===== src/hw/rtl/pixel_colour_space_converter_macros.svh =====
// Assertion macros used by the converter top level.
`ifndef PIXEL_COLOUR_SPACE_CONVERTER_MACROS_SVH
`define PIXEL_COLOUR_SPACE_CONVERTER_MACROS_SVH

// Clocked property, checked outside reset.
`define PCSC_ASSERT(lbl, prop, msg) \
  lbl: assert property (@(posedge clk_i) disable iff (!rst_ni) prop) else $error(msg);

// Condition that must never be seen outside reset.
`define PCSC_ASSERT_NEVER(lbl, cond, msg) \
  lbl: assert property (@(posedge clk_i) disable iff (!rst_ni) !(cond)) else $error(msg);

`endif


===== src/hw/rtl/pcsc_pkg.sv =====
// Package with shared types, constants and helpers of the colour space converter.
`timescale 1ns / 1ps
`default_nettype none
package pcsc_pkg;

  localparam int unsigned FracBitsDef = 4;
  localparam int unsigned PixW        = 8;
  localparam int unsigned ChanW       = 12;
  localparam int unsigned ApbAw       = 3;
  localparam int unsigned ApbDw       = 32;
  localparam logic [ChanW-1:0] ChanMax = 12'hFFF;

  localparam logic RegColourMode = 1'b0;

  typedef enum logic [1:0] {
    MODE_PASS = 2'd0,
    MODE_OPP  = 2'd1,
    MODE_HSV  = 2'd2
  } mode_e;

  typedef struct packed {
    logic [1:0]       mode;
    logic [ChanW-1:0] v;
    logic             max_zero;
    logic             chroma_zero;
    logic [ChanW-1:0] alt0;
    logic [ChanW-1:0] alt1;
    logic [ChanW-1:0] alt2;
  } pcsc_side_t;

  function automatic logic [ChanW-1:0] sat_chan(logic [31:0] v);
    logic [ChanW-1:0] r;
    r = (v > 32'(ChanMax)) ? ChanMax : v[ChanW-1:0];
    return r;
  endfunction

endpackage
`default_nettype wire


===== src/hw/rtl/pcsc_div.sv =====
// Pipelined restoring divider, one quotient bit per register stage.
`timescale 1ns / 1ps
`default_nettype none
module pcsc_div #(
  parameter int unsigned NW = 20,
  parameter int unsigned DW = 8,
  parameter int unsigned QW = 12
) (
  input  logic          clk_i,
  input  logic          en_i,
  input  logic [NW-1:0] num_i,
  input  logic [DW-1:0] den_i,
  output logic [QW-1:0] quo_o
);

  logic [DW-1:0] rem_q [QW];
  logic [DW-1:0] rem_d [QW];
  logic [QW-1:0] low_q [QW];
  logic [QW-1:0] low_d [QW];
  logic [QW-1:0] quo_q [QW];
  logic [QW-1:0] quo_d [QW];
  logic [DW-1:0] den_q [QW];
  logic [DW-1:0] den_d [QW];

  always_comb begin
    logic [DW-1:0] rem_s;
    logic [QW-1:0] low_s;
    logic [QW-1:0] quo_s;
    logic [DW-1:0] den_s;
    logic [DW:0]   trial;
    logic [DW:0]   diff;
    logic          ge;
    for (int i = 0; i < QW; i++) begin
      if (i == 0) begin
        rem_s = DW'(num_i[NW-1:QW]);
        low_s = num_i[QW-1:0];
        quo_s = '0;
        den_s = den_i;
      end else begin
        rem_s = rem_q[i-1];
        low_s = low_q[i-1];
        quo_s = quo_q[i-1];
        den_s = den_q[i-1];
      end
      trial    = {rem_s, low_s[QW-1]};
      diff     = trial - {1'b0, den_s};
      ge       = (trial >= {1'b0, den_s});
      rem_d[i] = ge ? diff[DW-1:0] : trial[DW-1:0];
      low_d[i] = {low_s[QW-2:0], 1'b0};
      quo_d[i] = {quo_s[QW-2:0], ge};
      den_d[i] = den_s;
    end
  end

  always_ff @(posedge clk_i) begin
    if (en_i) begin
      for (int i = 0; i < QW; i++) begin
        rem_q[i] <= rem_d[i];
        low_q[i] <= low_d[i];
        quo_q[i] <= quo_d[i];
        den_q[i] <= den_d[i];
      end
    end
  end

  assign quo_o = quo_q[QW-1];

endmodule
`default_nettype wire


===== src/hw/rtl/pixel_colour_space_converter.sv =====
// Top level of the pixel colour space converter: pass, opponent and HSV modes.
//
//   Channel   Direction  Handshake                   Payload
//   pixel     in         in_valid_i / in_ready_o     red_i, green_i, blue_i
//   result    out        out_valid_o / out_ready_i   chan_zero_o, chan_one_o, chan_two_o
//   config    in         psel/penable/pwrite/pready  paddr, pwdata, prdata
//
// One pixel enters per clock unless the output is held; each result passes stage 1,
// stage 2, the two dividers (one quotient bit per stage) and the output register.
// Reset clears the valid bits and the mode register; data registers are not reset.
// A result held at the output freezes the whole pipeline, so nothing is lost or repeated.
`timescale 1ns / 1ps
`default_nettype none
`include "pixel_colour_space_converter_macros.svh"
module pixel_colour_space_converter #(
  parameter int unsigned FRAC_BITS = pcsc_pkg::FracBitsDef
) (
  input  logic                        clk_i,
  input  logic                        rst_ni,
  input  logic                        in_valid_i,
  output logic                        in_ready_o,
  input  logic [pcsc_pkg::PixW-1:0]   red_i,
  input  logic [pcsc_pkg::PixW-1:0]   green_i,
  input  logic [pcsc_pkg::PixW-1:0]   blue_i,
  output logic                        out_valid_o,
  input  logic                        out_ready_i,
  output logic [pcsc_pkg::ChanW-1:0]  chan_zero_o,
  output logic [pcsc_pkg::ChanW-1:0]  chan_one_o,
  output logic [pcsc_pkg::ChanW-1:0]  chan_two_o,
  input  logic                        psel,
  input  logic                        penable,
  input  logic                        pwrite,
  input  logic [pcsc_pkg::ApbAw-1:0]  paddr,
  input  logic [pcsc_pkg::ApbDw-1:0]  pwdata,
  output logic [pcsc_pkg::ApbDw-1:0]  prdata,
  output logic                        pready
);
  import pcsc_pkg::*;

  localparam int unsigned QW   = 8 + FRAC_BITS;
  localparam int unsigned NWS  = 16 + FRAC_BITS;
  localparam int unsigned DWS  = 8;
  localparam int unsigned NWH  = 17 + FRAC_BITS;
  localparam int unsigned DWH  = 9;
  localparam int unsigned XW   = 10 + FRAC_BITS;
  localparam int unsigned SH   = XW + 1;
  localparam longint unsigned Recip = ((64'd1 << SH) + 64'd2) / 64'd3;
  localparam int unsigned C1Lim = ((255 << FRAC_BITS) > 4095) ? 4095 : (255 << FRAC_BITS);

  typedef enum logic [1:0] {
    SECT_R = 2'd0,
    SECT_G = 2'd1,
    SECT_B = 2'd2
  } sect_e;

  logic [1:0] colour_mode_q;
  logic       cfg_wr;

  assign cfg_wr = psel && penable && pwrite && (paddr[2] == RegColourMode);
  assign pready = 1'b1;

  always_ff @(posedge clk_i or negedge rst_ni) begin
    if (!rst_ni) begin
      colour_mode_q <= MODE_PASS;
    end else if (cfg_wr) begin
      colour_mode_q <= pwdata[1:0];
    end
  end

  always_comb begin
    prdata = '0;
    if (paddr[2] == RegColourMode) begin
      prdata[1:0] = colour_mode_q;
    end
  end

  logic en;
  logic out_valid_q;
  assign en         = !out_valid_q || out_ready_i;
  assign in_ready_o = en;

  // Stage 1: extremes, chroma and opponent sums.
  logic [7:0] mx, mn;
  sect_e      sect;
  logic signed [8:0] dd;

  always_comb begin
    mx = red_i;
    mn = red_i;
    if (green_i > mx) mx = green_i;
    if (blue_i > mx)  mx = blue_i;
    if (green_i < mn) mn = green_i;
    if (blue_i < mn)  mn = blue_i;
    if (mx == red_i) begin
      sect = SECT_R;
      dd   = $signed({1'b0, green_i}) - $signed({1'b0, blue_i});
    end else if (mx == green_i) begin
      sect = SECT_G;
      dd   = $signed({1'b0, blue_i}) - $signed({1'b0, red_i});
    end else begin
      sect = SECT_B;
      dd   = $signed({1'b0, red_i}) - $signed({1'b0, green_i});
    end
  end

  logic        vld1_q;
  logic [1:0]  mode1_q;
  logic [7:0]  r1_q, mx1_q, c1_q;
  sect_e       sect1_q;
  logic signed [8:0] d1_q;
  logic [8:0]  o0_1_q;
  logic [9:0]  o1_1_q, sum1_q;

  always_ff @(posedge clk_i or negedge rst_ni) begin
    if (!rst_ni) begin
      vld1_q <= 1'b0;
    end else if (en) begin
      vld1_q <= in_valid_i;
    end
  end

  always_ff @(posedge clk_i) begin
    if (en) begin
      mode1_q <= colour_mode_q;
      r1_q    <= red_i;
      mx1_q   <= mx;
      c1_q    <= mx - mn;
      sect1_q <= sect;
      d1_q    <= dd;
      o0_1_q  <= 9'd255 + {1'b0, green_i} - {1'b0, red_i};
      o1_1_q  <= 10'd510 + {2'b0, red_i} + {2'b0, green_i} - {1'b0, blue_i, 1'b0};
      sum1_q  <= {2'b0, red_i} + {2'b0, green_i} + {2'b0, blue_i};
    end
  end

  // Stage 2: divider operands, opponent and pass results.
  logic [15:0]        sat16;
  logic signed [18:0] c_s, d_s, base, numv;
  logic [XW-1:0]      xs;
  logic [XW+SH-1:0]   prod;
  pcsc_side_t         side2_d;

  always_comb begin
    sat16 = {c1_q, 8'b0} - {8'b0, c1_q};
    c_s   = $signed({11'b0, c1_q});
    d_s   = {{10{d1_q[8]}}, d1_q};
    case (sect1_q)
      SECT_G:  base = 19'sd120 * c_s;
      SECT_B:  base = 19'sd240 * c_s;
      default: base = '0;
    endcase
    numv = base + 19'sd60 * d_s;
    if (numv < 0) begin
      numv = numv + 19'sd360 * c_s;
    end
    xs   = XW'(sum1_q) << FRAC_BITS;
    prod = (XW+SH)'(xs) * (XW+SH)'(Recip);

    side2_d.mode        = mode1_q;
    side2_d.v           = sat_chan(32'(mx1_q) << FRAC_BITS);
    side2_d.max_zero    = (mx1_q == '0);
    side2_d.chroma_zero = (c1_q == '0);
    if (mode1_q == MODE_OPP) begin
      side2_d.alt0 = sat_chan((32'(o0_1_q) << FRAC_BITS) >> 1);
      side2_d.alt1 = sat_chan((32'(o1_1_q) << FRAC_BITS) >> 2);
      side2_d.alt2 = sat_chan(32'(prod >> SH));
    end else begin
      side2_d.alt0 = sat_chan(32'(r1_q) << FRAC_BITS);
      side2_d.alt1 = '0;
      side2_d.alt2 = '0;
    end
  end

  logic             vld2_q;
  pcsc_side_t       side2_q;
  logic [NWS-1:0]   sat_num2_q;
  logic [DWS-1:0]   sat_den2_q;
  logic [NWH-1:0]   hue_num2_q;
  logic [DWH-1:0]   hue_den2_q;

  always_ff @(posedge clk_i or negedge rst_ni) begin
    if (!rst_ni) begin
      vld2_q <= 1'b0;
    end else if (en) begin
      vld2_q <= vld1_q;
    end
  end

  always_ff @(posedge clk_i) begin
    if (en) begin
      side2_q    <= side2_d;
      sat_num2_q <= NWS'(sat16) << FRAC_BITS;
      sat_den2_q <= mx1_q;
      hue_num2_q <= NWH'(numv[16:0]) << FRAC_BITS;
      hue_den2_q <= {c1_q, 1'b0};
    end
  end

  // Divider stages with matching side data.
  logic [QW-1:0] sat_quo, hue_quo;

  pcsc_div #(.NW(NWS), .DW(DWS), .QW(QW)) u_sat_div (
    .clk_i (clk_i),
    .en_i  (en),
    .num_i (sat_num2_q),
    .den_i (sat_den2_q),
    .quo_o (sat_quo)
  );

  pcsc_div #(.NW(NWH), .DW(DWH), .QW(QW)) u_hue_div (
    .clk_i (clk_i),
    .en_i  (en),
    .num_i (hue_num2_q),
    .den_i (hue_den2_q),
    .quo_o (hue_quo)
  );

  logic [QW-1:0] vld_dq;
  pcsc_side_t    side_dq [QW];

  always_ff @(posedge clk_i or negedge rst_ni) begin
    if (!rst_ni) begin
      vld_dq <= '0;
    end else if (en) begin
      vld_dq <= {vld_dq[QW-2:0], vld2_q};
    end
  end

  always_ff @(posedge clk_i) begin
    if (en) begin
      side_dq[0] <= side2_q;
      for (int i = 1; i < QW; i++) begin
        side_dq[i] <= side_dq[i-1];
      end
    end
  end

  // Output register.
  pcsc_side_t       side_l;
  logic [ChanW-1:0] c0_d, c1_d, c2_d;
  logic [ChanW-1:0] out_c0_q, out_c1_q, out_c2_q;

  always_comb begin
    side_l = side_dq[QW-1];
    if (side_l.mode == MODE_HSV) begin
      c0_d = side_l.v;
      c1_d = side_l.max_zero ? '0 : sat_chan(32'(sat_quo));
      c2_d = side_l.chroma_zero ? '0 : sat_chan(32'(hue_quo));
    end else begin
      c0_d = side_l.alt0;
      c1_d = side_l.alt1;
      c2_d = side_l.alt2;
    end
  end

  always_ff @(posedge clk_i or negedge rst_ni) begin
    if (!rst_ni) begin
      out_valid_q <= 1'b0;
    end else if (en) begin
      out_valid_q <= vld_dq[QW-1];
    end
  end

  always_ff @(posedge clk_i) begin
    if (en) begin
      out_c0_q <= c0_d;
      out_c1_q <= c1_d;
      out_c2_q <= c2_d;
    end
  end

  assign out_valid_o = out_valid_q;
  assign chan_zero_o = out_c0_q;
  assign chan_one_o  = out_c1_q;
  assign chan_two_o  = out_c2_q;

  logic pass_chan_bad;
  assign pass_chan_bad = vld_dq[QW-1] && (side_l.mode != MODE_OPP) &&
                         (side_l.mode != MODE_HSV) &&
                         ((side_l.alt1 != '0) || (side_l.alt2 != '0));

  `PCSC_ASSERT(a_mode_write, cfg_wr |=> (colour_mode_q == $past(pwdata[1:0])), "mode write lost")
  `PCSC_ASSERT(a_flat_hue, vld2_q && side2_q.chroma_zero |-> hue_num2_q == '0, "flat hue nonzero")
  `PCSC_ASSERT_NEVER(a_pass_zero, pass_chan_bad, "pass channels not zero")
  `PCSC_ASSERT(a_sat_range, out_valid_o |-> (chan_one_o <= ChanW'(C1Lim)), "saturation too high")

endmodule
`default_nettype wire


===== config.mk =====
export PLATFORM = sky130hd
export DESIGN_NAME = pixel_colour_space_converter
export DESIGN_NICKNAME = d
export VERILOG_FILES = /design/src/hw/rtl/pcsc_pkg.sv /design/src/hw/rtl/pcsc_div.sv /design/src/hw/rtl/pixel_colour_space_converter.sv
export VERILOG_INCLUDE_DIRS = /design/src /design/src/hw/rtl
export SDC_FILE = /design/constraint.sdc
export NUM_CORES = 2
export LEC_CHECK = 0
export ABC_CLOCK_PERIOD_IN_PS = 41100
export BUFFER_PORTS_ARGS = -buffer_cell sky130_fd_sc_hd__buf_2
export CAP_MARGIN = 5
export CELL_PAD_IN_SITES_DETAIL_PLACEMENT = 1
export CELL_PAD_IN_SITES_GLOBAL_PLACEMENT = 2
export CORE_ASPECT_RATIO = 1.2
export CORE_MARGIN = 3
export CORE_UTILIZATION = 41
export CTS_CLUSTER_SIZE = 8
export DETAILED_ROUTE_END_ITERATION = 8
export PLACE_DENSITY = 0.82
export SYNTH_ARGS = -nofsm -noshare
export SYNTH_HDL_FRONTEND = slang
export SYNTH_SLANG_ARGS = --single-unit

===== constraint.sdc =====
create_clock -name clk_i -period 41.1 [get_ports clk_i]
set_input_delay 4.11 -clock clk_i [delete_from_list [all_inputs] [get_ports clk_i]]
set_output_delay 4.11 -clock clk_i [all_outputs]
set_load 0.1 [all_outputs]

; Word level (Yosys, flattened, before mapping)
; Memory sizes are Yosys's and may differ from the RTL's.
; Index checks and enable logic that the tools add are counted.
[op_classes]
eq_ne = 6
n_mul = 5
n_shift = 0
bitwise = 1
n_addsub = 38
order_cmp = 34
reduce_logical = 7
muxes = 47
n_div = 0
[ops]
columns = cell, n
row1 = 8-bit two-way mux, 16
row2 = 9-bit two-way mux, 14
row3 = 10-bit by 9-bit greater-or-equal comparator with 1-bit output, 12
row4 = 9-bit by 8-bit greater-or-equal comparator with 1-bit output, 12
row5 = 12-bit two-way mux, 9
row6 = 9-bit subtractor, 12
row7 = 8-bit subtractor, 13
row8 = "12-bit > comparator, second input constant", 4
row9 = 36-bit two-way mux, 1
row10 = 16-bit case mux with 2 select lines, 1
row11 = 8-bit by 8-bit subtractor with 9-bit output, 3
row12 = "10-bit by 14-bit multiplier with 24-bit output, second input constant", 1
row13 = "4-bit by 8-bit multiplier with 12-bit output, first input constant", 2
row14 = 17-bit by 16-bit adder with 18-bit output, 1
row15 = "18-bit by 1-bit less-than comparator with 1-bit output, second input constant", 1
row16 = 17-bit adder, 1
row17 = 17-bit two-way mux, 1
row18 = 8-bit equality test, 2
row19 = 8-bit > comparator, 2
row20 = 8-bit zero test, 2
row21 = 8-bit less-than comparator, 2
row22 = 16-bit by 8-bit subtractor with 16-bit output, 1
row23 = "5-bit by 9-bit multiplier with 14-bit output, first input constant", 1
row24 = "6-bit by 8-bit multiplier with 14-bit output, first input constant", 1
row25 = other kinds (17), 23
[word_totals]
mem_bits_ro = 0
memories = 9
in_bits = 66
latchBits = 0
ff_bits = 220
output_inout_bits = 71
mem_bits_rw = 1584
[memory_table]
columns = name, words, width, read_ports, rd_clocked_by_memory_dff, wr, line
row1 = side_dq, 12, 52, 12, 0, 12, pixel_colour_space_converter.sv:219  ; pcsc_side_t side_dq [QW];
row2 = u_hue_div.quo_q, 12, 12, 12, 0, 12, pcsc_div.sv:20  ; logic [QW-1:0] quo_q [QW];
row3 = u_sat_div.quo_q, 12, 12, 12, 0, 12, pcsc_div.sv:20
row4 = u_hue_div.low_q, 12, 11, 11, 0, 12, pcsc_div.sv:18  ; logic [QW-1:0] low_q [QW];
row5 = u_sat_div.low_q, 12, 11, 11, 0, 12, pcsc_div.sv:18
row6 = u_hue_div.den_q, 12, 9, 11, 0, 12, pcsc_div.sv:22  ; logic [DW-1:0] den_q [QW];
row7 = 3 more memories, n/a, n/a, n/a, n/a, n/a, n/a

; Depth between registers and ports, before layout
[logic_depth]
ltp_word = 7
ltp_mapped = 28

; By module
; From an unflattened synthesis, not the netlist that was laid out.
[hier_totals]
cells_unflattened = 4361
hier_area_um2 = 63794.9
[by_module_without_submodules]
columns = module, cells_each, area_each_um2, instances
row1 = pixel_colour_space_converter, 2162, 32820.2, 1
row2 = pcsc_div (u_hue_div), 1124, 16159.2, 1
row3 = pcsc_div (u_sat_div), 1075, 14815.5, 1

; Least setup slack after synthesis
; OpenSTA, ideal clock, no wires.
[synth_timing]
path_type = input to register
start = in out_ready_i
end = reg vld_dq[10]
slack_ps = 211
path_buffers = 2
cell_stages = 4
t_arrival_ps = 40693
path_cell_list = nand2b_1 > clkbuf_1 > clkbuf_1 > mux2_2
[synth_between]
elab_chain_cells = 1
[synth_lines]
columns = item, line
row1 = "start, declared", pixel_colour_space_converter.sv:26  ; input logic out_ready_i,
row2 = 1-bit logical OR, pixel_colour_space_converter.sv:79  ; assign en = !out_valid_q || out_ready_i;
row3 = net in_ready_o, pixel_colour_space_converter.sv:21  ; output logic in_ready_o,
row4 = "end signal, assigned", pixel_colour_space_converter.sv:225  ; vld_dq <= {vld_dq[QW-2:0], vld2_q};
row5 = "end, declared", pixel_colour_space_converter.sv:218  ; logic [QW-1:0] vld_dq;
; The timed path passes the listed nets, and every way through them passes these cells.
; A chain may end at the register's enable or synchronous reset.

; Final worst setup path
[layout_timing]
start = in red_i[6] (netlist name)
end = reg c1_q[7], data pin
[layout_between]
elab_chain_cells = 5
word_cells_on_any_way = 9
classes_between = add/sub (1) / order compare (4) / mux (4)
[layout_lines]
columns = item, line
row1 = "start, declared", pixel_colour_space_converter.sv:22  ; input logic [pcsc_pkg::PixW-1:0] red_i,
row2 = 8-bit > comparator or 8-bit less-than comparator (tied branches), "pixel_colour_space_converter.sv:90, pixel_colour_space_converter.sv:92"
row3 = "8-bit two-way mux, on equally long branches", "pixel_colour_space_converter.sv:90, pixel_colour_space_converter.sv:92"
row4 = 8-bit > comparator or 8-bit less-than comparator (tied branches), "pixel_colour_space_converter.sv:91, pixel_colour_space_converter.sv:93"
row5 = "8-bit two-way mux, on equally long branches", "pixel_colour_space_converter.sv:91, pixel_colour_space_converter.sv:93"
row6 = 8-bit subtractor *, pixel_colour_space_converter.sv:127  ; c1_q <= mx - mn;
row7 = "end signal, assigned", pixel_colour_space_converter.sv:127
row8 = "end, declared", pixel_colour_space_converter.sv:108  ; logic [7:0] r1_q, mx1_q, c1_q;
; Every way passes the cells marked *; elsewhere a longest branch is shown, timed or not.

==> results.sh <==
export IMPL_outcome="finished, final reports clean"
export IMPL_yosysMostFrequentCell="edfxtp_1"
export IMPL_clock_skew_ns=0.0360
export IMPL_critPathArrivalTime_ns=10.26
export IMPL_worstMarginPinSlew_ns=1.11
export IMPL_setup_tns_final_ns=0
export IMPL_fin_crit_sh_pct=23.8
export IMPL_synth_area_leader_cell="edfxtp_1"
export IMPL_cp_required_ns=41.58
export IMPL_rsz0062_at_grt="false"
export IMPL_yosysSeqAreaShare_pct=63.0
export IMPL_netlist_area_mm2=0.0559
export IMPL_syn_area_per_cell_um2=14.1
export IMPL_viasPerCell=4.96
export IMPL_cts_buffer_depth=3
export IMPL_antenna_cells=0
export IMPL_drc=0
export IMPL_hp_start="sat_num2_q[10]"
export IMPL_cts_sinks=1175
export IMPL_grt_usage_pct=14.8
export IMPL_antenna_found_initial=0
export IMPL_finalSetupViolations=0
export IMPL_die_y_um=410
export IMPL_vias=29800
export IMPL_synth_edf_count=1158
export IMPL_stdcell_area_mm2=0.0629
export IMPL_synth_warnings=0
export IMPL_start_util_pct=41.5
export IMPL_cts_hold_buf=0
export IMPL_yosys_area_share_simple_pct=5.94
export IMPL_ys_types=73
export IMPL_numCtsBuffers=165
export IMPL_postCtsSetupBuffers=0
export IMPL_area_delta_synth_final_pct=12.5
export IMPL_dp_cells=5807
export IMPL_grt_start_max_net_pins=170
export IMPL_cts_tree="yes"
export IMPL_synthCells=3969
export IMPL_synth_xor_area_share_pct=3.32
export IMPL_critPathLaunchType="primary input"
export IMPL_async_reset_ff_share_pct=1.45
export IMPL_hold_viol=0
export IMPL_first_pass_iters=5
export IMPL_r2r_start="c1_q[3]"
export IMPL_synth_fa_ha_area_share_pct=13.6
export IMPL_grt_pass1_wl_um=167000
export IMPL_slew_violations=0
export IMPL_setup_worst_path_start="red_i[6]"
export IMPL_nets=4792
export IMPL_routedWlPerCell_um=17.1
export IMPL_synth_top_family_by_area="adder cells"
export IMPL_max_freq_mhz=102
export IMPL_core_mm2=0.135
export IMPL_critPathKind="primary input to flip-flop"
export IMPL_ctsResizeCount=0
export IMPL_ys_seq_elements=1175
export IMPL_gr_total_overflow=0
export IMPL_synth_commonest_cells="edfxtp_1 (1,158), inv_1 (513), ha_1 (429)"
export IMPL_first_global_vias=32700
export IMPL_ios=137
export IMPL_synth_top_flop_cell="edfxtp_1"
export IMPL_worstPathMaxFanout=13
export IMPL_cts_root_buf="clkbuf_16"
export IMPL_drt_initial_drc_count=1096
export IMPL_min_path_type="flip-flop to flip-flop"
export IMPL_dpl_hpwl_um=74500
export IMPL_cts_htree_levels=4
export IMPL_post_layout_nonfiller_instances=6010
export IMPL_drive_gt1_share_pct=10.0
export IMPL_clk_pin_slew_ns=0.05
export IMPL_synth_top_area_share_pct=62.2
export IMPL_wirelength_um=103000
export IMPL_final_min_clock_period_ns=9.78
export IMPL_synth_compound_area_share_pct=6.73
export IMPL_gp_congestion=0.832
export IMPL_synthMuxAreaShare_pct=3.26
export IMPL_cap_viol_max_count=0
export IMPL_end_kind="flip-flop"
export IMPL_die_area_mm2=0.141
export IMPL_insertion_delay_ns=0.76
export IMPL_relSlewSlack_pct=26.2
export IMPL_ant_nets=0
export IMPL_rows=147
export IMPL_ys_top_cells_by_area="edfxtp_1 (62%), ha_1 (9.6%), fa_1 (4.0%)"
export IMPL_portBuffers=70
export IMPL_die_width_um=343
export IMPL_postPlaceCellArea_mm2=0.0584
-- routing by layer --
| metal | GRT usage (%) | up-vias | share of wire (%) |
|---|---|---|---|
| met5 | 0 | - | 0 |
| met4 | 4.68 | 0 | 2.3 |
| met3 | 2.66 | 173 | 2.9 |
| met2 | 28.2 | 362 | 55 |
| met1 | 16.6 | 14700 | 40 |
| li1 | - | 14500 | - |
-- worst max-delay path, cell delays in order --
cell and delay [ns]:
buf_2 0.23, inv_1 0.21, ha_1 0.50, o21ai_1 0.13, nor2_2 0.19, o211ai_4 0.14, a21oi_1 0.83, nor2_1 0.08
a21oi_1 0.21, ha_1 0.28, a21o_1 0.18, a221o_1 0.34, a21o_1 0.19, or4_4 0.45, o21ai_4 0.34, mux2i_1 0.43
inv_1 0.10, ha_1 0.28, a21oi_1 0.15, o21ai_0 0.13, a21oi_1 0.17, nor2_1 0.06, o21ai_0 0.15, nand2b_1 0.08
a21oi_1 0.17, xor2_1 0.08
-- registers in the layout, summed over array words and instances (netlist names), 10 cells and up --
| signal | flops |
|---|---|
| chan_two_o | 12 |
| u_sat_div.low_q | 23 |
| vld_dq | 12 |
| sum1_q | 10 |
| u_hue_div.quo_q | 78 |
| hue_num2_q | 15 |
| sat_num2_q | 15 |
| u_sat_div.rem_q | 88 |
| u_hue_div.den_q | 86 |
| side2_q | 43 |
| chan_one_o | 12 |
| u_sat_div.quo_q | 78 |
| o1_1_q | 10 |
| side_dq | 423 |
| u_hue_div.low_q | 15 |
| u_sat_div.den_q | 93 |
| u_hue_div.rem_q | 94 |
-- cell usage in the layout, fill, tap and decap left out, drive strengths merged, types with 34 or more instances in the layout --
cell type	n
edfxtp	1158
inv	518
ha	429
nor2	257
clkbuf	187
o21ai	175
a21oi	171
nand2	148
xnor2	137
mux2	128
fa	111
buf	88
nor2b	76
nand2b	75
xor2	74
a21o	68
a21boi	55
mux2i	38
nand4	38
conb	34
-- cell families after synthesis --
| kind of cell | count (synthesis) |
|---|---|
| compound gates | 598 |
| xor+xnor | 211 |
| fa+ha+maj | 540 |
| buf+inv | 583 |
| flops | 1175 |
| mux | 166 |
| other cells | 2 |
| simple gates | 694 |
-- layout make-up --
| cell class | count | area, µm² |
|---|---|---|
| well taps | 1788 | 2240 |
| clock buffers | 187 | 4210 |
| clock inverters | 16 | 322 |
| flip-flops and latches | 1175 | 35200 |
| inverters | 513 | 1930 |
| multi-input cells | 2243 | 18500 |
| repair buffers | 88 | 498 |
| fillers | 13500 | 71700 |
-- path summary, 6_finish.rpt --
check / to / slack [ns] / cells after the start
max in group asynchronous: vld_dq[1] / 37.52 / 1
worst max register to register: hue_num2_q[20] / 34.41 / 26
min in group asynchronous: vld_dq[11] / 3.27 / 1
worst min register to register: u_sat_div.low_q[0][10] / 0.40 / 0
worst min-delay path: u_sat_div.low_q[0][10] / 0.40 / 0
worst max-delay path: c1_q[7] / 31.32 / 26
-- stage by stage --
step           setup WS [ns]  util (%)  hold WS (ns)
5_1_grt                30.92      46.7         0.404
3_3_place_gp           30.61      43.3         0.401
4_1_cts                31.39      46.7         0.404
2_1_floorplan          0.211         -         0.400
6_report               31.32      46.7         0.399
3_5_place_dp           30.63      43.3         0.406
Power is not shown: default switching activity piles up to over one toggle a cycle in this logic, so the estimate is an artifact.
